[src/design/wtdf_pkg.sv]
`default_nettype none

package wtdf_pkg;

  // Sizes
  localparam int WTDF_PATH_DEPTH   = 64;
  localparam int WTDF_CORDIC_ITERS = 16;
  localparam int WTDF_ADDR_W       = 4;
  localparam int DW                = 38;  // CORDIC x/y datapath
  localparam int ZW                = 35;  // angle, radians Q2.30 with headroom

  // Angles and gain
  localparam logic signed [ZW-1:0] PI_Q30      = 35'sd3373259426;
  localparam logic signed [ZW-1:0] HALF_PI_Q30 = 35'sd1686629713;
  localparam logic [23:0]          INV_GAIN    = 24'd10188012;

  // Register reset values
  localparam logic [14:0] TURN_RATE_RST = 15'd205;
  localparam logic [14:0] LIN_RATE_RST  = 15'd6144;
  localparam logic [14:0] ANG_THR_RST   = 15'd201;
  localparam logic [15:0] ARR_TOL_RST   = 16'd655;

  typedef enum logic [1:0] {
    REG_TURN_RATE = 2'd0,
    REG_LIN_RATE  = 2'd1,
    REG_ANG_THR   = 2'd2,
    REG_ARR_TOL   = 2'd3
  } reg_idx_t;

  typedef struct packed {
    logic [14:0] turn_speed;
    logic [14:0] fwd_speed;
    logic [14:0] angle_thr;
    logic [15:0] arrive_tol;
  } cfg_t;

  typedef struct packed {
    logic signed [15:0] angular_cmd;
    logic signed [15:0] linear_cmd;
    logic               all_reached;
    logic               last_of_run;
  } res_t;

  typedef struct packed {
    logic start;
    logic rot;
  } cord_ctl_t;

  // Floor-truncated arctangent of 2^-i, radians Q2.30.
  function automatic logic signed [ZW-1:0] atan_q30(input logic [4:0] i);
    logic signed [ZW-1:0] v;
    unique case (i)
      5'd0:  v = 35'sd843314856;
      5'd1:  v = 35'sd497837829;
      5'd2:  v = 35'sd263043836;
      5'd3:  v = 35'sd133525158;
      5'd4:  v = 35'sd67021686;
      5'd5:  v = 35'sd33543515;
      5'd6:  v = 35'sd16775850;
      5'd7:  v = 35'sd8388437;
      5'd8:  v = 35'sd4194282;
      5'd9:  v = 35'sd2097149;
      5'd10: v = 35'sd1048575;
      5'd11: v = 35'sd524287;
      5'd12: v = 35'sd262143;
      5'd13: v = 35'sd131071;
      5'd14: v = 35'sd65535;
      5'd15: v = 35'sd32767;
      5'd16: v = 35'sd16383;
      5'd17: v = 35'sd8191;
      5'd18: v = 35'sd4095;
      5'd19: v = 35'sd2047;
      5'd20: v = 35'sd1023;
      5'd21: v = 35'sd511;
      5'd22: v = 35'sd255;
      5'd23: v = 35'sd127;
      default: v = '0;
    endcase
    return v;
  endfunction

endpackage

`default_nettype wire

[src/design/wtdf_cordic.sv]
`default_nettype none

module wtdf_cordic
  import wtdf_pkg::*;
#(
  parameter int ITERS = WTDF_CORDIC_ITERS
) (
  input  wire logic                 clk,
  input  wire logic                 rst_n,
  input  wire cord_ctl_t            ctl,
  input  wire logic signed [DW-1:0] x_in,
  input  wire logic signed [DW-1:0] y_in,
  input  wire logic signed [ZW-1:0] z_in,
  output logic signed [DW-1:0]      x_out,
  output logic signed [DW-1:0]      y_out,
  output logic signed [ZW-1:0]      z_out,
  output logic                      done
);

  localparam int IW = (ITERS > 1) ? $clog2(ITERS) : 1;

  logic signed [DW-1:0] x_r, x_nxt, y_r, y_nxt, xs, ys;
  logic signed [ZW-1:0] z_r, z_nxt, at;
  logic [IW-1:0]        it_r, it_nxt;
  logic                 busy_r, busy_nxt, done_r, done_nxt;
  logic                 rot_r, rot_nxt, zero_r, zero_nxt, plus;

  assign xs = x_r >>> it_r;
  assign ys = y_r >>> it_r;
  assign at = atan_q30(5'(it_r));
  // plus: x - y*2^-i, y + x*2^-i, angle reduced by the table entry.
  assign plus = rot_r ? !z_r[ZW-1] : !(y_r > 0);

  assign x_out = x_r;
  assign y_out = y_r;
  assign z_out = zero_r ? '0 : z_r;
  assign done  = done_r;

  always_comb begin
    x_nxt    = x_r;
    y_nxt    = y_r;
    z_nxt    = z_r;
    it_nxt   = it_r;
    busy_nxt = busy_r;
    rot_nxt  = rot_r;
    zero_nxt = zero_r;
    done_nxt = 1'b0;
    priority if (busy_r) begin
      x_nxt  = plus ? x_r - ys : x_r + ys;
      y_nxt  = plus ? y_r + xs : y_r - xs;
      z_nxt  = plus ? z_r - at : z_r + at;
      it_nxt = it_r + 1'b1;
      if (it_r == IW'(ITERS - 1)) begin
        busy_nxt = 1'b0;
        done_nxt = 1'b1;
      end
    end else if (ctl.start) begin
      rot_nxt  = ctl.rot;
      it_nxt   = '0;
      busy_nxt = 1'b1;
      x_nxt    = x_in;
      y_nxt    = y_in;
      if (ctl.rot) begin
        zero_nxt = 1'b0;
        z_nxt    = z_in;
        priority if (z_in > HALF_PI_Q30) begin
          x_nxt = -x_in;
          y_nxt = -y_in;
          z_nxt = z_in - PI_Q30;
        end else if (z_in < -HALF_PI_Q30) begin
          x_nxt = -x_in;
          y_nxt = -y_in;
          z_nxt = z_in + PI_Q30;
        end
      end else begin
        zero_nxt = (x_in == '0) && (y_in == '0);
        z_nxt    = '0;
        if (x_in[DW-1]) begin
          // Left half plane: fold over by a half turn first.
          z_nxt = y_in[DW-1] ? -PI_Q30 : PI_Q30;
          x_nxt = -x_in;
          y_nxt = -y_in;
        end
      end
    end
  end

  always_ff @(posedge clk) begin
    if (!rst_n) begin
      busy_r <= 1'b0;
      done_r <= 1'b0;
    end else begin
      busy_r <= busy_nxt;
      done_r <= done_nxt;
    end
    x_r    <= x_nxt;
    y_r    <= y_nxt;
    z_r    <= z_nxt;
    it_r   <= it_nxt;
    rot_r  <= rot_nxt;
    zero_r <= zero_nxt;
  end

endmodule

`default_nettype wire

[config.mk]
export PLATFORM = sky130hd
export DESIGN_NAME = wtdf_cordic
export DESIGN_NICKNAME = d
export VERILOG_FILES = /design/src/design/wtdf_pkg.sv /design/src/design/wtdf_cordic.sv
export SDC_FILE = /design/constraint.sdc
export NUM_CORES = 1
export LEC_CHECK = 0
export BUFFER_PORTS_ARGS = -buffer_cell sky130_fd_sc_hd__buf_2
export CAP_MARGIN = 20
export CORE_MARGIN = 1.5
export CORE_UTILIZATION = 55
export CTS_BUF_LIST = sky130_fd_sc_hd__clkbuf_4
export CTS_CLUSTER_SIZE = 8
export DETAILED_ROUTE_END_ITERATION = 12
export PLACE_DENSITY = 0.75
export RECOVER_POWER = 50
export SLEW_MARGIN = 20
export SYNTH_ARGS = -nofsm -noshare
export SYNTH_HDL_FRONTEND = slang
export SYNTH_SLANG_ARGS = --single-unit
export TNS_END_PERCENT = 100
[constraint.sdc]
create_clock -name clk -period 14.28 [get_ports clk]
set_input_delay 1.428 -clock clk [delete_from_list [all_inputs] [get_ports clk]]
set_output_delay 1.428 -clock clk [all_outputs]
set_load 0.005 [all_outputs]
Word level (Yosys, flattened, before mapping)
Memories as Yosys holds them, arrays and structs flattened. A register that Yosys moved wholly into a read port is not among the register bits.
Index checks and enable logic that the tools add are counted.
{"block": "totals", "wordCells": 66, "romBits": 480, "in_bits": 115, "output_inout_bits": 112, "regBits": 119, "n_memories": 1}
{"block": "classes", "addsub": 11, "reduce_logical": 8, "mux": 31, "eq_ne": 1, "magnitude_cmp": 3, "shifts": 2, "bitwise_logic": 1}
{"memory": "(name not given)", "words": 16, "width": 30, "rd": 1, "rd_clocked_by_memory_dff": 1, "wr": 0, "line": "wtdf_pkg.sv:52", "source": "unique case (i)"}
{"operator": "38-bit two-way mux", "n": 14}
{"operator": "35-bit two-way mux", "n": 9}
{"operator": "38-bit adder", "n": 2}
{"operator": "38-bit logical NOT", "n": 2}
{"operator": "38-bit negation", "n": 2}
{"operator": "38-bit by 4-bit >>> shifter with 38-bit output", "n": 2}
{"operator": "38-bit subtractor", "n": 2}
{"operator": "38-bit by 1-bit > comparator with 1-bit output, second input constant", "n": 1}
{"operator": "35-bit by 33-bit adder with 35-bit output, second input constant", "n": 1}
{"operator": "35-bit adder", "n": 1}
{"operator": "35-bit by 32-bit > comparator with 1-bit output, second input constant", "n": 1}
{"operator": "35-bit by 32-bit < comparator with 1-bit output, second input constant", "n": 1}
{"operator": "35-bit by 33-bit subtractor with 35-bit output, second input constant", "n": 1}
{"operator": "35-bit subtractor", "n": 1}
{"operator": "4-bit two-way mux", "n": 3}
{"operator": "1-bit two-way mux", "n": 5}
{"operator": "4-bit by 1-bit adder with 4-bit output, second input constant", "n": 1}
{"operator": "4-bit equality test, second input constant", "n": 1}
{"operator": "2-bit AND reduction", "n": 2}
{"operator": "1-bit logical NOT", "n": 2}
{"operator": "2-bit nonzero test", "n": 1}
{"operator": "1-bit logical AND", "n": 1}
{"operator": "1-bit inverter", "n": 1}

Logic depth before layout (Yosys ltp)
{"block": "depth", "ltp_word": 6, "depth_mapped": 31, "ltp_nobuf": 25}

Least setup slack after synthesis
No wires, ideal clock.
{"block": "synth_path", "path_kind": "register to register", "startpoint": "reg it_r[1]", "endpoint": "reg y_r[36] (netlist: y_out[36]) (data pin)", "path_stages_with_launch": 28, "t_arrival_ps": 5610, "required_time_ps": 14006, "path_buffers": 7, "period_less_slack_ps": 5884, "setup_ps": 274, "setup_slack_ps": 8396, "cell_sequence": "edfxtp_1 > buf_2 > buf_2 > buf_1 > buf_1 > clkbuf_1 > clkbuf_1 > nand2_1 > nand3_1 > o21ai_0 > o21ai_0 > ha_1 > and2_1 > and3_1 > and2b_1 > nand2_1 > nand2_1 > xor2_1 > ha_1 > clkbuf_1 > and3_1 > and3_1 > a31oi_1 > o221ai_1 > o41ai_1 > o21ai_0 > mux2i_1 > a211oi_1"}
{"block": "synth_between", "elab_chain_len": 4, "word_cells_on_any_way": 5, "cone_classes": "add/sub (2); shift (1); mux (2)"}
{"element": "from (decl)", "line": "wtdf_cordic.sv:24", "source": "logic [IW-1:0] it_r, it_nxt;"}
{"element": "from (signal assigned)", "line": "wtdf_cordic.sv:99", "source": "it_r <= it_nxt;"}
{"element": "38-bit by 4-bit >>> shifter with 38-bit output *", "line": "wtdf_cordic.sv:28", "source": "assign xs = x_r >>> it_r;"}
{"element": "38-bit subtractor or 38-bit adder (tied branches)", "line": "wtdf_cordic.sv:50", "source": "y_nxt = plus ? y_r + xs : y_r - xs;"}
{"element": "38-bit two-way mux *", "line": "wtdf_cordic.sv:50"}
{"element": "38-bit two-way mux *", "line": "wtdf_cordic.sv:48", "source": "priority if (busy_r) begin"}
{"element": "via y_nxt[36]", "line": "wtdf_cordic.sv:22", "source": "logic signed [DW-1:0] x_r, x_nxt, y_r, y_nxt, xs, ys;"}
{"element": "to (signal assigned)", "line": "wtdf_cordic.sv:97", "source": "y_r <= y_nxt;"}
{"element": "to (decl)", "line": "wtdf_cordic.sv:22"}
Mark *: on every way through the listed nets, which the timed path passes. The rest lies on a longest branch.
A chain may end at the register's enable or synchronous reset.

Worst setup path after layout
Ends and elaborated chain as after synthesis.

==> flow_summary.ini <==
[synthesis]
avgSynthCellArea_um2 = 8.045
post_synth_instance_area_um2 = 21990
synth_sequential_area_ratio = 0.1880
synth_fp_nets = 2978
synth_cells = 2733
flops_latches_synth = 148
ys.warnings.count = 0
synth_async_sr_flop_share = 0
synth_top_flop_cell = sky130_fd_sc_hd__edfxtp_1
synth-edff-count = 117
yosysUniqueCellTypes = 101

[timing]
final_max_slew_viol_count = 309
finalHoldViolCount = 0
final_period_minus_worst_setup_slack_ns = 9.189
fmax_mhz = 108.8
sum_neg_setup_slack_ns = 0
clock_skew_ns = 0.03915
worstMarginPinSlew_ns = 4.765
finalCritPeriodShare = 0.6435
rsz0062_at_grt = no
slew_headroom = -2.177
holdWs_ns = 0.6570
report.final.setup_viol = 0

[routing]
drc = 0
postRouteAntennaNets = 0
wire_per_inst_um = 22.17
drt_pass1_iterations = 6
detail_route.wirelength_mm = 74.92
vias = 22370
via_per_inst = 6.621
detailedRoute.firstIterationViolations = 2332

[place]
place.detailed.instances = 3346
place_hpwl_mm = 56.07
numPortBuffers = 226
gp_congestion = 0.9756

[clock_tree]
cts.sink_count = 148
root_buffer_cell = sky130_fd_sc_hd__clkbuf_4
cts_buffer_depth = 2
worstSkewPairLatency_ns = 0.68
post_cts.repair.setup_buffers = 0
cts_tree = built
cts_max_level = 4
clk_pin_slew_ns = 0.17
post_cts_resized = 0
hold_buffers = 0
cts_buffers = 17

[finish]
final_nets = 3085
layout.core_utilization = 0.5913
area_occupied_by_multi_input_gates_um2 = 16820
drive_above_1_share = 0.1370
areaGrowthSynthToFinish_pct = 6.357
regArea_um2 = 4134
layout.filler_cells = 3660
final_cell_count_no_fill = 3379

[pwr]
totalPowerFinal_mw = 6.309
leakage_nw = 9.315
power.density_cell_area_nw_per_um2 = 269.8
power.ir.vdd_worst_mv = 0.1308

[status]
failed_checks = max-capacitance violations, max-slew violations
result_of_the_run = complete, but fails checks

[floorplanning]
design.core.area_um2 = 39550
die_height_um = 202.9
overall_die_area_um2 = 41180
starting_density_of_the_core = 0.5559
die_width_um = 202.9
fp-row-count = 73
pin_count = 227

[setup_path]
category_of_the_worst_setup_path_launch_point = flop
endpoint_kind = flop
r2r_setup_slack_ns = 5.09
worst_flop_to_flop_path_endpoint = y_out[36]$_DFFE_PN_
cp_data_required_time_ns = 14.58
rr_startpoint = it_r[1]$_DFFE_PN_
cp.arrival_ns = 9.48
critical_path.startpoint = it_r[1]$_DFFE_PN_
worst-setup-path-type = reg -> reg
r2r.worst_path.cells = 23
crit_fanout = 65
capturing_instance_or_port_of_the_critical_path = y_out[36]$_DFFE_PN_

[global_routing]
grt_first_pass_wirelength_mm = 116.2
antenna_found_initial = 3
gr_usage_total = 0.3565
vias_in_the_first_global_route = 21100
grt.overflow.total = 0
pin_count_of_the_biggest_net_entering_global_routing = 80

[run]
timing.max_cap.violations = 5

[hold_path]
whs_path_depth = 1
min-delay-path-class = reg -> reg
-- state kept, by name, summed over array words and instances (netlist names) --
name	count
z_r	35
zero_r	1
it_r	4
y_out	38
at	29
busy_r	1
done	1
x_out	38
rot_r	1
-- cell families (layout without fill, tap and decap cells) --
kind of cell,after synthesis,after routing,share of synthesized area
AND/OR/NAND/NOR,879,879,0.1959
AO/OA/AOI/OAI,854,854,0.2408
XOR/XNOR,295,295,0.1175
buffers and inverters,230,350,0.04837
multiplexers,197,197,0.1344
flip-flops,148,148,0.1880
adder cells (fa/ha/maj),130,130,0.07501
other,0,1,0
-- through the flow --
stage          setup slack (ns)  area [um^2]
6_report                  5.091        23380
3_5_place_dp              7.112        23180
2_1_floorplan             8.396        21990
3_3_place_gp              7.371        23180
5_1_grt                   4.532        23380
4_1_cts                   7.083        23440
-- cell usage after synthesis, types with 45 or more instances --
| master | count | area, um^2 |
|---|---|---|
| sky130_fd_sc_hd__mux2i_1 | 90 | 900.9 |
| sky130_fd_sc_hd__o31ai_1 | 56 | 420.4 |
| sky130_fd_sc_hd__nand3_1 | 57 | 285.3 |
| sky130_fd_sc_hd__mux4_2 | 45 | 1013 |
| sky130_fd_sc_hd__nand2_1 | 278 | 1044 |
| sky130_fd_sc_hd__inv_1 | 66 | 247.7 |
| sky130_fd_sc_hd__edfxtp_1 | 117 | 3513 |
| sky130_fd_sc_hd__o21ai_0 | 216 | 1081 |
| sky130_fd_sc_hd__ha_1 | 127 | 1589 |
| sky130_fd_sc_hd__a21o_1 | 48 | 360.4 |
| sky130_fd_sc_hd__nor3_1 | 56 | 280.3 |
| sky130_fd_sc_hd__a21oi_1 | 274 | 1371 |
| sky130_fd_sc_hd__nor2b_1 | 57 | 356.6 |
| sky130_fd_sc_hd__clkbuf_1 | 108 | 405.4 |
| sky130_fd_sc_hd__xor2_1 | 124 | 1086 |
| sky130_fd_sc_hd__nor2_1 | 208 | 780.8 |
| sky130_fd_sc_hd__xnor2_1 | 171 | 1498 |
-- worst min path at each step --
stage,start,to
after global placement,busy_r$_SDFF_PN0_,it_r[1]$_DFFE_PN_
after detailed placement,busy_r$_SDFF_PN0_,it_r[1]$_DFFE_PN_
after CTS,busy_r$_SDFF_PN0_,it_r[1]$_DFFE_PN_
after global routing,it_r[0]$_DFFE_PN_,it_r[0]$_DFFE_PN_
after floorplan,busy_r$_SDFF_PN0_,it_r[1]$_DFFE_PN_
final,it_r[0]$_DFFE_PN_,it_r[0]$_DFFE_PN_
-- cell usage in the layout, fill, tap and decap left out, drive strengths merged, types with 14 or more instances in the layout --
master and n:
o21bai 17, and3 23, nand4 24, or2 19, ha 127, xor2 124
dfxtp 31, or3 24, buf 215, nand2 278, edfxtp 117, a211oi 25
nor4 24, a21oi 274, mux2 39, nor3 56, a31oi 39, a21o 48
inv 72, xnor2 171, o21a 22, and2 17, nor2b 57, mux2i 91
mux4 67, o31ai 56, o21ai 219, nand3 58, clkbuf 53, o22ai 20
or4 19, nor2 208, o41ai 14, nand2b 33
-- power breakdown --
group | internal [mW] | switching [mW] | total [mW]
logic | 2.10 | 2.76 | 4.86
registers | 0.711 | 0.449 | 1.16
clock network | 0.0924 | 0.195 | 0.287
-- layer usage --
layer	routed length (um)	track usage	vias to the layer above
met3	5636	0.05682	244
met4	4625	0.2021	2
met1	29380	0.4353	10660
met5	19	0	-
li1	-	-	10430
met2	35260	0.5974	1038
-- cell type report --
type                    instances  area share
multi-input cells            2355      0.7192
well taps                     525     0.02809
flip-flops and latches        148      0.1768
repair buffers                249     0.05335
inverters                      69     0.01113
clock buffers                  19    0.006100
clock inverters                13    0.005190
diodes                          1   0.0001070
-- worst max-delay path, stage by stage, from the launching register on --
cell                        delay [ns]
sky130_fd_sc_hd__edfxtp_1         0.41
sky130_fd_sc_hd__clkbuf_1         1.04
sky130_fd_sc_hd__clkbuf_1         2.33
sky130_fd_sc_hd__mux4_2           0.73
sky130_fd_sc_hd__nand2_1          0.14
sky130_fd_sc_hd__a31oi_1          0.09
sky130_fd_sc_hd__inv_1            0.09
sky130_fd_sc_hd__ha_1             0.16
sky130_fd_sc_hd__and2_1           0.24
sky130_fd_sc_hd__and3_1           0.27
sky130_fd_sc_hd__and2b_1          0.22
sky130_fd_sc_hd__a21oi_1          0.10
sky130_fd_sc_hd__xnor2_1          0.23
sky130_fd_sc_hd__ha_1             0.30
sky130_fd_sc_hd__nand2_1          0.08
sky130_fd_sc_hd__o21ai_0          0.08
sky130_fd_sc_hd__a2111oi_0        0.32
sky130_fd_sc_hd__o21ai_0          0.12
sky130_fd_sc_hd__a31oi_1          0.39
sky130_fd_sc_hd__o221ai_1         0.24
sky130_fd_sc_hd__o41ai_1          0.59
sky130_fd_sc_hd__o21ai_0          0.31
sky130_fd_sc_hd__mux2i_1          0.21
sky130_fd_sc_hd__a211oi_1         0.06
Power figures use the tool's default switching activity.
