### src/design/wtdf_pkg.sv
`default_nettype none

package wtdf_pkg;

  // Sizes
  localparam int WTDF_PATH_DEPTH   = 64;
  localparam int WTDF_CORDIC_ITERS = 16;
  localparam int WTDF_ADDR_W       = 4;
  localparam int DW                = 38;  // CORDIC x/y datapath
  localparam int ZW                = 35;  // angle, radians Q2.30 with headroom

  // Angles and gain
  localparam logic signed [ZW-1:0] PI_Q30      = 35'sd3373259426;
  localparam logic signed [ZW-1:0] HALF_PI_Q30 = 35'sd1686629713;
  localparam logic [23:0]          INV_GAIN    = 24'd10188012;

  // Register reset values
  localparam logic [14:0] TURN_RATE_RST = 15'd205;
  localparam logic [14:0] LIN_RATE_RST  = 15'd6144;
  localparam logic [14:0] ANG_THR_RST   = 15'd201;
  localparam logic [15:0] ARR_TOL_RST   = 16'd655;

  typedef enum logic [1:0] {
    REG_TURN_RATE = 2'd0,
    REG_LIN_RATE  = 2'd1,
    REG_ANG_THR   = 2'd2,
    REG_ARR_TOL   = 2'd3
  } reg_idx_t;

  typedef struct packed {
    logic [14:0] turn_speed;
    logic [14:0] fwd_speed;
    logic [14:0] angle_thr;
    logic [15:0] arrive_tol;
  } cfg_t;

  typedef struct packed {
    logic signed [15:0] angular_cmd;
    logic signed [15:0] linear_cmd;
    logic               all_reached;
    logic               last_of_run;
  } res_t;

  typedef struct packed {
    logic start;
    logic rot;
  } cord_ctl_t;

  // Floor-truncated arctangent of 2^-i, radians Q2.30.
  function automatic logic signed [ZW-1:0] atan_q30(input logic [4:0] i);
    logic signed [ZW-1:0] v;
    unique case (i)
      5'd0:  v = 35'sd843314856;
      5'd1:  v = 35'sd497837829;
      5'd2:  v = 35'sd263043836;
      5'd3:  v = 35'sd133525158;
      5'd4:  v = 35'sd67021686;
      5'd5:  v = 35'sd33543515;
      5'd6:  v = 35'sd16775850;
      5'd7:  v = 35'sd8388437;
      5'd8:  v = 35'sd4194282;
      5'd9:  v = 35'sd2097149;
      5'd10: v = 35'sd1048575;
      5'd11: v = 35'sd524287;
      5'd12: v = 35'sd262143;
      5'd13: v = 35'sd131071;
      5'd14: v = 35'sd65535;
      5'd15: v = 35'sd32767;
      5'd16: v = 35'sd16383;
      5'd17: v = 35'sd8191;
      5'd18: v = 35'sd4095;
      5'd19: v = 35'sd2047;
      5'd20: v = 35'sd1023;
      5'd21: v = 35'sd511;
      5'd22: v = 35'sd255;
      5'd23: v = 35'sd127;
      default: v = '0;
    endcase
    return v;
  endfunction

endpackage

`default_nettype wire

### src/design/wtdf_regs.sv
`default_nettype none

module wtdf_regs
  import wtdf_pkg::*;
(
  input  wire logic                   clk,
  input  wire logic                   rst_n,
  input  wire logic                   psel,
  input  wire logic                   penable,
  input  wire logic                   pwrite,
  input  wire logic [WTDF_ADDR_W-1:0] paddr,
  input  wire logic [31:0]            pwdata,
  output logic      [31:0]            prdata,
  output logic                        pready,
  output cfg_t                        cfg
);

  cfg_t     cfg_r;
  reg_idx_t idx;
  logic     wr;

  assign idx    = reg_idx_t'(paddr[3:2]);
  assign wr     = psel && penable && pwrite;
  assign pready = 1'b1;
  assign cfg    = cfg_r;

  always_ff @(posedge clk) begin
    if (!rst_n) begin
      cfg_r.turn_speed <= TURN_RATE_RST;
      cfg_r.fwd_speed  <= LIN_RATE_RST;
      cfg_r.angle_thr  <= ANG_THR_RST;
      cfg_r.arrive_tol <= ARR_TOL_RST;
    end else if (wr) begin
      unique case (idx)
        REG_TURN_RATE: cfg_r.turn_speed <= pwdata[14:0];
        REG_LIN_RATE:  cfg_r.fwd_speed  <= pwdata[14:0];
        REG_ANG_THR:   cfg_r.angle_thr  <= pwdata[14:0];
        REG_ARR_TOL:   cfg_r.arrive_tol <= pwdata[15:0];
      endcase
    end
  end

  always_comb begin
    unique case (idx)
      REG_TURN_RATE: prdata = 32'(cfg_r.turn_speed);
      REG_LIN_RATE:  prdata = 32'(cfg_r.fwd_speed);
      REG_ANG_THR:   prdata = 32'(cfg_r.angle_thr);
      REG_ARR_TOL:   prdata = 32'(cfg_r.arrive_tol);
    endcase
  end

endmodule

`default_nettype wire

### config.mk
export PLATFORM = sky130hd
export DESIGN_NAME = wtdf_regs
export DESIGN_NICKNAME = d
export VERILOG_FILES = /design/src/design/wtdf_pkg.sv /design/src/design/wtdf_regs.sv
export SDC_FILE = /design/constraint.sdc
export NUM_CORES = 1
export LEC_CHECK = 0
export BUFFER_PORTS_ARGS = -buffer_cell sky130_fd_sc_hd__buf_2
export CAP_MARGIN = 20
export CORE_ASPECT_RATIO = 1.4
export CORE_MARGIN = 2
export CORE_UTILIZATION = 40
export CTS_CLUSTER_SIZE = 40
export DETAILED_ROUTE_END_ITERATION = 8
export PLACE_DENSITY = 0.69
export SETUP_SLACK_MARGIN = 0.15
export SYNTH_ARGS = -nofsm -noshare
export SYNTH_HDL_FRONTEND = slang
export SYNTH_SLANG_ARGS = --single-unit
export TNS_END_PERCENT = 100
### constraint.sdc
create_clock -name clk -period 1.4 [get_ports clk]
set_input_delay 0.21 -clock clk [delete_from_list [all_inputs] [get_ports clk]]
set_output_delay 0.21 -clock clk [all_outputs]
set_load 0.01 [all_outputs]
# [Yosys cells after proc, flatten, opt, wreduce, memory -nomap -nowiden]
# Index checks and enable logic that the tools add are counted.
[totals] n_memories=0 rom_bits=0 reg_bits=61 word_cells=15 ram_bits=0 latch_bits=0 inputBits=41
[classes] n_eq_ne=3 n_reduce_logical=7 order_cmp=0 n_mux=1 multipliers=0 add_sub_neg=0 shifts=0 bitwise_logic=0 div=0
[ops] op="$pmux W32 S4" count=1
[ops] op="$reduce_and A2 Y1" count=4
[ops] op="$eq A2 B2 Y1 const B" count=2
[ops] op="$eq A2 B1 Y1 const B" count=1
[ops] op="$logic_and A1 B1 Y1" count=2
[ops] op="$logic_not A2 Y1" count=1

# [Longest topological paths before layout]
# Gate-level depths: netlist (run 1).
[depth] ltp_word=3 ltp_mapped=5

# [Least setup slack after synthesis (run 1)]
# OpenSTA, ideal clock, no wires.
[synth_path] path_type="input to output" start="in paddr[3]" end="out prdata[7]" path_slack_ns=0.112 cell_stages=2 arrival_ns=1.078 t_required_ns=1.190 path_cell_list="clkbuf_1 > mux4_2"
[synth_between] elab_chain_len=2
[synth_rtl] item="from (decl)" line="wtdf_regs.sv:11" text="input wire logic [WTDF_ADDR_W-1:0] paddr,"
[synth_rtl] item="$eq A2 B2 Y1 (tied with other cells)" line="wtdf_regs.sv:44" text="unique case (idx)"
[synth_rtl] item="$pmux W32 S4 *" line="wtdf_regs.sv:44"
[synth_rtl] item="to (decl)" line="wtdf_regs.sv:13" text="output logic [31:0] prdata,"
# Mark *: on every way between the ends. The rest lies on a longest branch, timed or not. The select of a mux whose other input is x is not followed.

# [Final worst setup path (run 1)]
[layout_path] start="reg cfg_r, in the netlist cfg[9]" end="out prdata[9]"
[layout_between] elab_chain_len=1
[layout_rtl] item="from (decl)" line="wtdf_regs.sv:18" text="cfg_t cfg_r;"
[layout_rtl] item="$pmux W32 S4" line="wtdf_regs.sv:44"
# Every way passes these cells. The select of a mux whose other input is x is not followed.

==> metrics.md, run 1 <==
| Metric | Value |
|---|---|
| Outcome | `finished, violations left` |
| Failing checks | `negative setup slack` |
| Reg2Reg Capture Point | `cfg[19]$_SDFFE_PN1P_` |
| Post-Syn Instances | `273` |
| Clock Tree Root | `clkbuf_8` |
| Routed wire length | `7.29 mm` |
| Routed vias/inst | `4.80` |
| Area growth, synth to finish | `41.5%` |
| Register-to-Register Path Depth | `3` |
| Max-cap violations | `0` |
| CTS Sinks | `61` |
| Ys flop type | `dfxtp_1` |
| Core Rows | `36` |
| Post-Place Cells | `470` |
| Die Y-Extent | `103 um` |
| Clk_lat worst skew | `0.33 ns` |
| Fin nets | `455` |
| Vias in the first global route | `2301` |
| Cell Pwr Density | `895 nW/um^2` |
| Final-report setup violation count | `15` |
| WHS Endpoint | `cfg[15]$_SDFFE_PN0P_` |
| Placed Area | `3480 um^2` |
| Max incr delay on CP | `0.46 ns` |
| Synth async-reset ratio | `0%` |
| Core area | `6890 um^2` |
| Via count | `2460` |
| Worst Slack Setup Final | `-0.0989 ns` |
| Ys Warns | `0` |
| Largest register FFs | `61` |
| Most frequent cells in the layout | `85 x buf_2, 61 x nand2_1, 52 x buf_4` |
| Clock skew | `0 ns` |
| Crit-path slowest cell | `mux4_2` |
| R2r setup slk | `0.62 ns` |
| Hold slack final | `0.126 ns` |
| RSZ-0062 raised after global routing | `yes` |
| Commonest non-fill, non-tap cell in the layout | `buf_2` |
| Crit path kind | `flop to output port` |
| CP max FO | `3` |
| EDFF count, synth | `0` |
| P_leak | `1.88 nW` |
| Ant. Diodes | `0` |
| Hold Path Cell Cnt | `3` |
| Post-synthesis sequential area ratio | `43.4%` |
| Seq cells post-synth | `61` |
| I/O pins | `135` |
| Largest buffer count on any clock path | `2` |
| CTS tree | `yes` |
| Mapped cell area | `2810 um^2` |
| Final Hold Fails | `0` |
| CP cell instances | `mux4_2, buf_2` |
| Share of post-route cells with drive strength above 1 | `53.6%` |
| Gr ovfl total | `0` |
| Finished Layout Cells | `513` |
| Mapped Avg Cell Area | `10.3 um^2` |
| Yosys cell types | `22` |
| Origin of the critical flop-to-flop path | `cfg[19]$_SDFFE_PN1P_` |
| Post-layout min period | `1.50 ns` |
| Total GRT Usage | `19.4%` |
| Clock slew at reported path FFs | `0.07 ns` |
| First-pass GRT wire length | `11.2 mm` |
| Final Cycle Share | `107%` |
| Initial Utilization | `40.8%` |
| Gpl congestion | `0.770` |
| Crit end category | `output port` |
| Residual DRC | `0` |
| Hold crit path type | `primary input to flop` |
| Cts bufs inserted | `9` |
| DRT iter0 DRCs | `105` |
| WL/cell | `14.2 um` |
| Drt first pass iters | `4` |
| Hold Crit Start | `pwdata[15]` |
| Startpoint types | `flop` |
| Max Fclk | `0.667 GHz` |
| DIE AREA | `7730 um^2` |
| Max-slew violations | `0` |
| Die width | `74.9 um` |
| Dpl hpwl | `5.16 mm` |
| Maximum number of pins on one net before global-route repair | `39` |
| Fin area | `3980 um^2` |
| Worst vdd ir | `0.573 mV` |
| Critical Path AT | `1.29 ns` |
| Final ANT Viol Nets | `0` |
| Port Buffer Count | `99` |
| H-tree levels | `3` |
| Initial antenna violation count | `0` |
| Worst Path Required | `1.19 ns` |
-- worst max-delay path by stage --
stage	slack, ns	endpoint	startpoint
6_report	-0.1	prdata[9]	cfg[9]$_SDFFE_PN1P_
3_3_place_gp	-0.01	prdata[10]	paddr[2]
5_1_grt	-0.14	prdata[9]	cfg[9]$_SDFFE_PN1P_
3_5_place_dp	-0.04	prdata[0]	paddr[2]
4_1_cts	-0.09	prdata[0]	cfg[16]$_SDFFE_PN1P_
2_1_floorplan	0.21	prdata[3]	paddr[2]
-- per-stage QoR --
stage,utilization [%],setup slack [ns],setup TNS (ns),total power [mW]
after floorplan,-,0.206,0,2.07
after global placement,50.4,-0.0130,-0.0136,2.19
after detailed placement,50.4,-0.0366,-0.159,2.20
after CTS,57.2,-0.0935,-1.27,3.58
after global routing,57.8,-0.137,-1.73,3.71
final,57.8,-0.0989,-1.10,3.56
-- critical path, delay by kind of cell (launching register included) --
kind	cells	cell delay, ns
buf+inv	1	0.16
flops	1	0.33
mux	1	0.46
-- cell families after synthesis --
| kind of cell | synth area share [%] |
|---|---|
| other cells | 0.267 |
| mux | 29.4 |
| compound gates | 5.78 |
| simple gates | 11.9 |
| flops | 43.4 |
| buf+inv | 9.20 |
-- where the power goes --
group	total, mW	internal [mW]	switching, mW
combinational	0.431	0.207	0.224
sequential	1.78	1.76	0.0160
clock	1.35	0.667	0.687
total	3.56	2.64	0.927
-- layout make-up --
type | instances | area (um^2)
flip-flops and latches | 61 | 1270
inverters | 6 | 22.5
multi-input cells | 183 | 1400
clock inverters | 5 | 27.5
clock buffers | 10 | 138
well taps | 95 | 119
fillers | 644 | 2910
repair buffers | 153 | 1010
-- layer usage --
metal	vias up	global-route usage, %	wire length, um
li1	1201	-	-
met1	1168	23.4	3040
met2	82	33.0	3770
met3	9	5.23	378
met4	0	6.46	97
met5	-	0	0
-- cell usage after synthesis (2+ instances only) --
master | count | area (um^2)
o21ai_0 | 8 | 40.0
buf_4 | 19 | 143
nor2b_1 | 9 | 56.3
nand2_1 | 61 | 229
o311ai_0 | 2 | 17.5
nor2_1 | 2 | 7.51
o211ai_1 | 10 | 75.1
conb_1 | 2 | 7.51
dfxtp_1 | 61 | 1220
o31ai_1 | 4 | 30.0
mux4_2 | 15 | 338
mux2i_1 | 49 | 490
inv_1 | 6 | 22.5
buf_6 | 2 | 22.5
buf_2 | 6 | 30.0
clkbuf_1 | 11 | 41.3
-- repair_timing --
item | 4_1_cts | 5_1_grt
gates resized for setup | 44 | 8
hold buffers | 0 | 0
hold endpoints to repair | 0 | 0
setup buffers | 25 | 3
endpoints found under the setup margin | 15 | 16
Power figures use the tool's default switching activity.
==> run 2, diff against run 1 <==
--- a/config.mk
+++ b/config.mk
@@ -5,6 +5,7 @@
 export SDC_FILE = /design/constraint.sdc
 export NUM_CORES = 1
 export LEC_CHECK = 0
+export ABC_AREA = 1
 export BUFFER_PORTS_ARGS = -buffer_cell sky130_fd_sc_hd__buf_2
 export CAP_MARGIN = 20
 export CORE_ASPECT_RATIO = 1.4
@@ -12,7 +13,8 @@
 export CORE_UTILIZATION = 40
 export CTS_CLUSTER_SIZE = 40
 export DETAILED_ROUTE_END_ITERATION = 8
-export PLACE_DENSITY = 0.69
+export GPL_ROUTABILITY_DRIVEN = 1
+export PLACE_DENSITY = 0.68
 export SETUP_SLACK_MARGIN = 0.15
 export SYNTH_ARGS = -nofsm -noshare
 export SYNTH_HDL_FRONTEND = slang
==> run 2 against run 1 <==
Against the previous run: the run now ends clean; global-route usage is 3.0 points higher; power up 5.0%; synthesized area grew 4.0%; combinational power increased by 32%; clock power is essentially flat; critical path type unchanged; clock skew unchanged; via count grew 31%; non-clock buffer count down 19; sequential cell count unchanged; die area up 3.8%; first-iteration DRC count is 91% higher.
==> metrics.md, run 2 <==
| Metric | Value |
|---|---|
| WL/cell | `13.7 um` |
| Clk_lat worst skew | `0.34 ns` |
| Max-slew violations | `0` |
| Ys Warns | `0` |
| Critical Path AT | `1.03 ns` |
| Area growth, synth to finish | `35.9%` |
| CTS tree | `yes` |
| Die Y-Extent | `105 um` |
| Crit end category | `output port` |
| Gpl congestion | `0.788` |
| Synth top cells by count | `147 x nand2_1, 91 x nor2_1, 61 x dfxtp_1, 61 x nand3_1, 27 x buf_4` |
| Vias in the first global route | `2897` |
| Maximum number of pins on one net before global-route repair | `62` |
| H-tree levels | `3` |
| Final Hold Fails | `0` |
| Residual DRC | `0` |
| Hold Path Cell Cnt | `3` |
| Yosys cell types | `16` |
| Final-report setup violation count | `0` |
| Synth async-reset ratio | `0%` |
| P_leak | `2.02 nW` |
| First-pass GRT wire length | `14.0 mm` |
| Worst Slack Setup Final | `0.160 ns` |
| CTS Sinks | `61` |
| Hold crit path type | `primary input to flop` |
| Initial Utilization | `41.6%` |
| Post-Syn Instances | `447` |
| Routed wire length | `9.06 mm` |
| Top sig layer | `met4` |
| Cts bufs inserted | `9` |
| R2r setup slk | `0.78 ns` |
| Post-Place Cells | `633` |
| Util after Layout | `56.6%` |
| Post-layout min period | `1.24 ns` |
| Crit path kind | `flop to output port` |
| CP max FO | `3` |
| Commonest non-fill, non-tap cell in the layout | `nand2_1` |
| Post-synthesis sequential area ratio | `41.7%` |
| Core area | `7030 um^2` |
| Gr ovfl total | `0` |
| Core Rows | `36` |
| Dpl hpwl | `5.84 mm` |
| Fin nets | `606` |
| Seq cells post-synth | `61` |
| Hold buffers post-CTS | `0` |
| EDFF count, synth | `0` |
| Dpl ws | `0.116 ns` |
| Most frequent cells in the layout | `143 x nand2_1, 97 x buf_2, 89 x nor2_1` |
| DRT iter0 DRCs | `201` |
| Final ANT Viol Nets | `0` |
| Worst vdd ir | `0.667 mV` |
| Final Cycle Share | `88.6%` |
| Yosys top cell area share | `41.7%` |
| Met2 routed WL | `4.70 mm` |
| Max Fclk | `0.807 GHz` |
| DIE AREA | `8030 um^2` |
| Ant. Diodes | `0` |
| Total GRT Usage | `22.3%` |
| I/O pins | `135` |
| RSZ-0062 raised after global routing | `yes` |
| Clock skew | `0 ns` |
| Ys flop type | `dfxtp_1` |
| Largest cells by area after synthesis | `dfxtp_1 42%, nand2_1 19%, nor2_1 12%` |
| Initial antenna violation count | `0` |
| Die width | `76.3 um` |
| Top-count cell post-synth | `nand2_1` |
| Mapped cell area | `2930 um^2` |
| Port Buffer Count | `99` |
| Register-to-Register Path Depth | `2` |
| Met3 WL | `610 um` |
| Cell Pwr Density | `941 nW/um^2` |
| Largest register FFs | `61` |
| Startpoint types | `flop` |
| Routed vias/inst | `4.85` |
| Share of post-route cells with drive strength above 1 | `31.0%` |
| Outcome | `complete, no violations` |
| Worst Path Required | `1.19 ns` |
| Clock slew at reported path FFs | `0.07 ns` |
| Largest buffer count on any clock path | `2` |
| Fin Setup TNS | `0 ns` |
| Mapped Avg Cell Area | `6.55 um^2` |
| Leading area contributor after synthesis | `dfxtp_1` |
| Clock Tree Root | `clkbuf_8` |
| Hold slack final | `0.101 ns` |
| Via count | `3217` |
| Max-cap violations | `0` |
| DRT met1 WL | `3.56 mm` |
| Finished Layout Cells | `663` |
| Drt first pass iters | `4` |
run 2: cell types whose count changed in the layout (fill, tap and decap cells not counted), sizes merged, moves of 9 or more:
cell	delta
nor2	+95
nand2	+86
nand3	+61
mux2i	-49
buf	-20
inv	+15
mux4	-15
nand4	+15
o211ai	-10
nor2b	-9
run 2: repair_timing:
item | 4_1_cts | 5_1_grt
pin swaps | 1 | 4
setup endpoints to repair | 9 | 16
buffers inserted | 6 | 6
gates cloned | 2 | 2
resized for setup | 10 | 29
run 2: kinds of logic after synthesis:
family / Yosys count / share of synthesized area (%)
buffers and inverters: 63 / 12.1
DFF: 61 / 41.7
and+or+nand+nor: 321 / 46.0
other: 2 / 0.257
run 2: worst max-delay path, cell delays in order, from the launching register on:
cell     delay [ns]
dfxtp_2        0.33
nand2_1        0.06
nand4_1        0.13
buf_2          0.17
run 2: routing by layer:
layer,vias up,global-route usage [%]
met5,-,0
met4,0,13.6
met3,17,5.35
met2,130,38.0
met1,1469,25.0
li1,1601,-
run 2: path summary, 6_finish.rpt:
path / from / endpoint
worst max-delay path: cfg[60]$_SDFFE_PN0P_ / prdata[14]
worst min-delay path: pwdata[11] / cfg[42]$_SDFFE_PN1P_
worst max register to register: cfg[47]$_SDFFE_PN0P_ / cfg[47]$_SDFFE_PN0P_
worst min register to register: cfg[7]$_SDFFE_PN1P_ / cfg[7]$_SDFFE_PN1P_
run 2: layout make-up:
class / count / area [um^2]
Sequential cell: 61 / 1240
Multi-Input combinational cell: 338 / 1440
Timing Repair Buffer: 134 / 923
Clock inverter: 2 / 10.0
Tap cell: 95 / 119
Inverter: 21 / 88.8
Fill cell: 726 / 3050
Clock buffer: 12 / 155
run 2: per-stage QoR:
step / cell area [um^2] / total power, mW
2_1_floorplan: 2980 / 2.16
3_3_place_gp: 3530 / 2.31
3_5_place_dp: 3530 / 2.32
4_1_cts: 3840 / 3.73
5_1_grt: 3980 / 3.89
6_report: 3980 / 3.74
run 2: where the power goes:
group	leakage (nW)	internal (mW)	switching, mW
Sequential	0.499	1.78	0.0299
Combinational	1.43	0.237	0.331
Clock	0.0881	0.713	0.656
==> run 3, diff against run 2 <==
--- a/config.mk
+++ b/config.mk
@@ -9,12 +9,12 @@
 export BUFFER_PORTS_ARGS = -buffer_cell sky130_fd_sc_hd__buf_2
 export CAP_MARGIN = 20
 export CORE_ASPECT_RATIO = 1.4
-export CORE_MARGIN = 2
-export CORE_UTILIZATION = 40
+export CORE_MARGIN = 1.5
+export CORE_UTILIZATION = 30
 export CTS_CLUSTER_SIZE = 40
 export DETAILED_ROUTE_END_ITERATION = 8
 export GPL_ROUTABILITY_DRIVEN = 1
-export PLACE_DENSITY = 0.68
+export PLACE_DENSITY = 0.53
 export SETUP_SLACK_MARGIN = 0.15
 export SYNTH_ARGS = -nofsm -noshare
 export SYNTH_HDL_FRONTEND = slang
==> run 3 against run 2 <==
Against the previous run: die area up 29%; first-iteration DRC count down 26%; utilization down 13 points.
==> metrics.md, run 3 (same netlist as run 2, synthesis figures left out) <==
| Metric | Value |
|---|---|
| Outcome | `complete, no violations` |
| Gpl congestion | `0.757` |
| Clock Power Share | `49.6%` |
| Maximum number of pins on one net before global-route repair | `62` |
| I/O pins | `135` |
| Max-slew violations | `0` |
| Initial Utilization | `30.9%` |
| CTS tree | `yes` |
| Most frequent cells in the layout | `143 x nand2_1, 97 x buf_2, 89 x nor2_1` |
| Register-to-Register Path Depth | `2` |
| Startpoint types | `primary input` |
| CP Launch Point | `paddr[3]` |
| Max Fclk | `0.822 GHz` |
| P_leak | `2.08 nW` |
| Ant. Diodes | `0` |
| Sequential power share | `38.3%` |
| Vias in the first global route | `2880` |
| Dpl ws | `0.113 ns` |
| Share of post-route cells with drive strength above 1 | `30.0%` |
| Critical Path AT | `1.01 ns` |
| H-tree levels | `3` |
| Crit path top cell by count | `buf_12` |
| Final Cycle Share | `86.9%` |
| Largest buffer count on any clock path | `2` |
| Max-cap violations | `0` |
| Clock slew at reported path FFs | `0.06 ns` |
| Fin Setup TNS | `0 ns` |
| First-pass GRT wire length | `14.2 mm` |
| Cell Pwr Density | `1140 nW/um^2` |
| Cts bufs inserted | `9` |
| Die width | `86.5 um` |
| Net switching power figure | `1.15 mW` |
| Crit end category | `output port` |
| Core area | `9460 um^2` |
| CP max FO | `7` |
| RSZ-0062 raised after global routing | `yes` |
| Gate power share | `12.0%` |
| Last element of the critical path | `prdata[6]` |
| Clock skew | `0 ns` |
| Switching Share | `24.3%` |
| Routed wire length | `9.32 mm` |
| Dpl hpwl | `6.18 mm` |
| Max incr delay on CP | `0.14 ns` |
| Crit path kind | `primary input to output port` |
| Initial antenna violation count | `0` |
| Fin nets | `609` |
| Final ANT Viol Nets | `0` |
| Hold crit path type | `primary input to flop` |
| DIE AREA | `10400 um^2` |
| Largest register FFs | `61` |
| Clock Tree Root | `clkbuf_16` |
| CP cell instances | `buf_12, inv_4, nor2_4, buf_12, buf_8, nand2_1, nand4_1, buf_2` |
| CTS Sinks | `61` |
| Reg2Reg Capture Point | `cfg[0]$_SDFFE_PN1P_` |
| Post-layout min period | `1.22 ns` |
| Core Rows | `42` |
| Hold buffers post-CTS | `0` |
| Worst Slack Setup Final | `0.183 ns` |
| Drt first pass iters | `4` |
| Origin of the critical flop-to-flop path | `cfg[0]$_SDFFE_PN1P_` |
| FF+latch area | `1230 um^2` |
| Fill cells | `1020` |
| Gr ovfl total | `0` |
| Area growth, synth to finish | `41.1%` |
| Routed vias/inst | `4.61` |
| Worst vdd ir | `0.723 mV` |
| Area taken by multi-input logic gates | `1440 um^2` |
| Port Buffer Count | `99` |
| Total GRT Usage | `17.8%` |
| R2r setup slk | `0.80 ns` |
| Worst Path Required | `1.19 ns` |
| Final Hold Fails | `0` |
| Die Y-Extent | `120 um` |
| DRT iter0 DRCs | `149` |
| WL/cell | `13.6 um` |
| Residual DRC | `0` |
| Clk_lat worst skew | `0.32 ns` |
| Placed Area | `3580 um^2` |
| Crit-path slowest cell | `nor2_4` |
| Fin area | `4130 um^2` |
| Commonest non-fill, non-tap cell in the layout | `nand2_1` |
| Final-report setup violation count | `0` |
| Via count | `3149` |
| Power Internal | `3.57 mW` |
| Hold slack final | `0.120 ns` |
-- run 3: how the worst min path moves through the flow --
stage | slack, ns | endpoint | cells past startpoint | start
3_3_place_gp | 0.45 | cfg[43]$_SDFFE_PN1P_ | 3 | pwdata[12]
6_report | 0.12 | cfg[42]$_SDFFE_PN1P_ | 3 | pwdata[11]
3_5_place_dp | 0.45 | cfg[42]$_SDFFE_PN1P_ | 3 | pwdata[11]
4_1_cts | 0.1 | cfg[42]$_SDFFE_PN1P_ | 3 | pwdata[11]
5_1_grt | 0.12 | cfg[43]$_SDFFE_PN1P_ | 3 | pwdata[12]
2_1_floorplan | 0.34 | cfg[42]$_SDFFE_PN1P_ | 2 | pwdata[11]
-- run 3: stage by stage --
step	util [%]	total power [mW]	instances
floorplan	-	2.16	462
global placement	37.9	2.33	653
detailed placement	37.9	2.33	653
CTS	41.6	4.70	671
global route	43.7	4.90	683
finish	43.7	4.71	683
-- run 3: critical path: cells and delay by family --
family | cells | cell delay [ns]
AND/OR/NAND/NOR | 3 | 0.26
buffers and inverters | 5 | 0.54
-- run 3: per-layer routing --
| layer | vias up | track usage (%) | share of wire (%) |
|---|---|---|---|
| met5 | - | 0 | 0 |
| met4 | 0 | 6.15 | 2.1 |
| met3 | 13 | 4.33 | 5.2 |
| met2 | 100 | 30.0 | 49 |
| met1 | 1426 | 21.8 | 44 |
| li1 | 1610 | - | - |
-- run 3: area by class of cell --
class	instances	area share, %
Multi-Input combinational cell	338	35.0
Sequential cell	61	29.7
Timing Repair Buffer	137	22.3
Clock buffer	10	5.54
Tap cell	110	3.33
Clock inverter	6	2.12
Inverter	21	2.03
-- run 3: power by group through the flow --
stage          Combinational [mW]  Clock (mW)  Sequential, mW
2_1_floorplan               0.303           0            1.86
3_3_place_gp                0.488           0            1.84
3_5_place_dp                0.491           0            1.84
4_1_cts                     0.503        2.39            1.81
5_1_grt                     0.628        2.46            1.81
6_report                    0.566        2.34            1.81
-- run 3: what timing repair did --
| item | 4_1_cts | 5_1_grt |
|---|---|---|
| endpoints found under the hold margin | 0 | 0 |
| gates cloned | 0 | 3 |
| gates resized for setup | 5 | 34 |
| endpoints found under the setup margin | 7 | 15 |
| pin swaps | 0 | 4 |
| setup buffers | 2 | 9 |
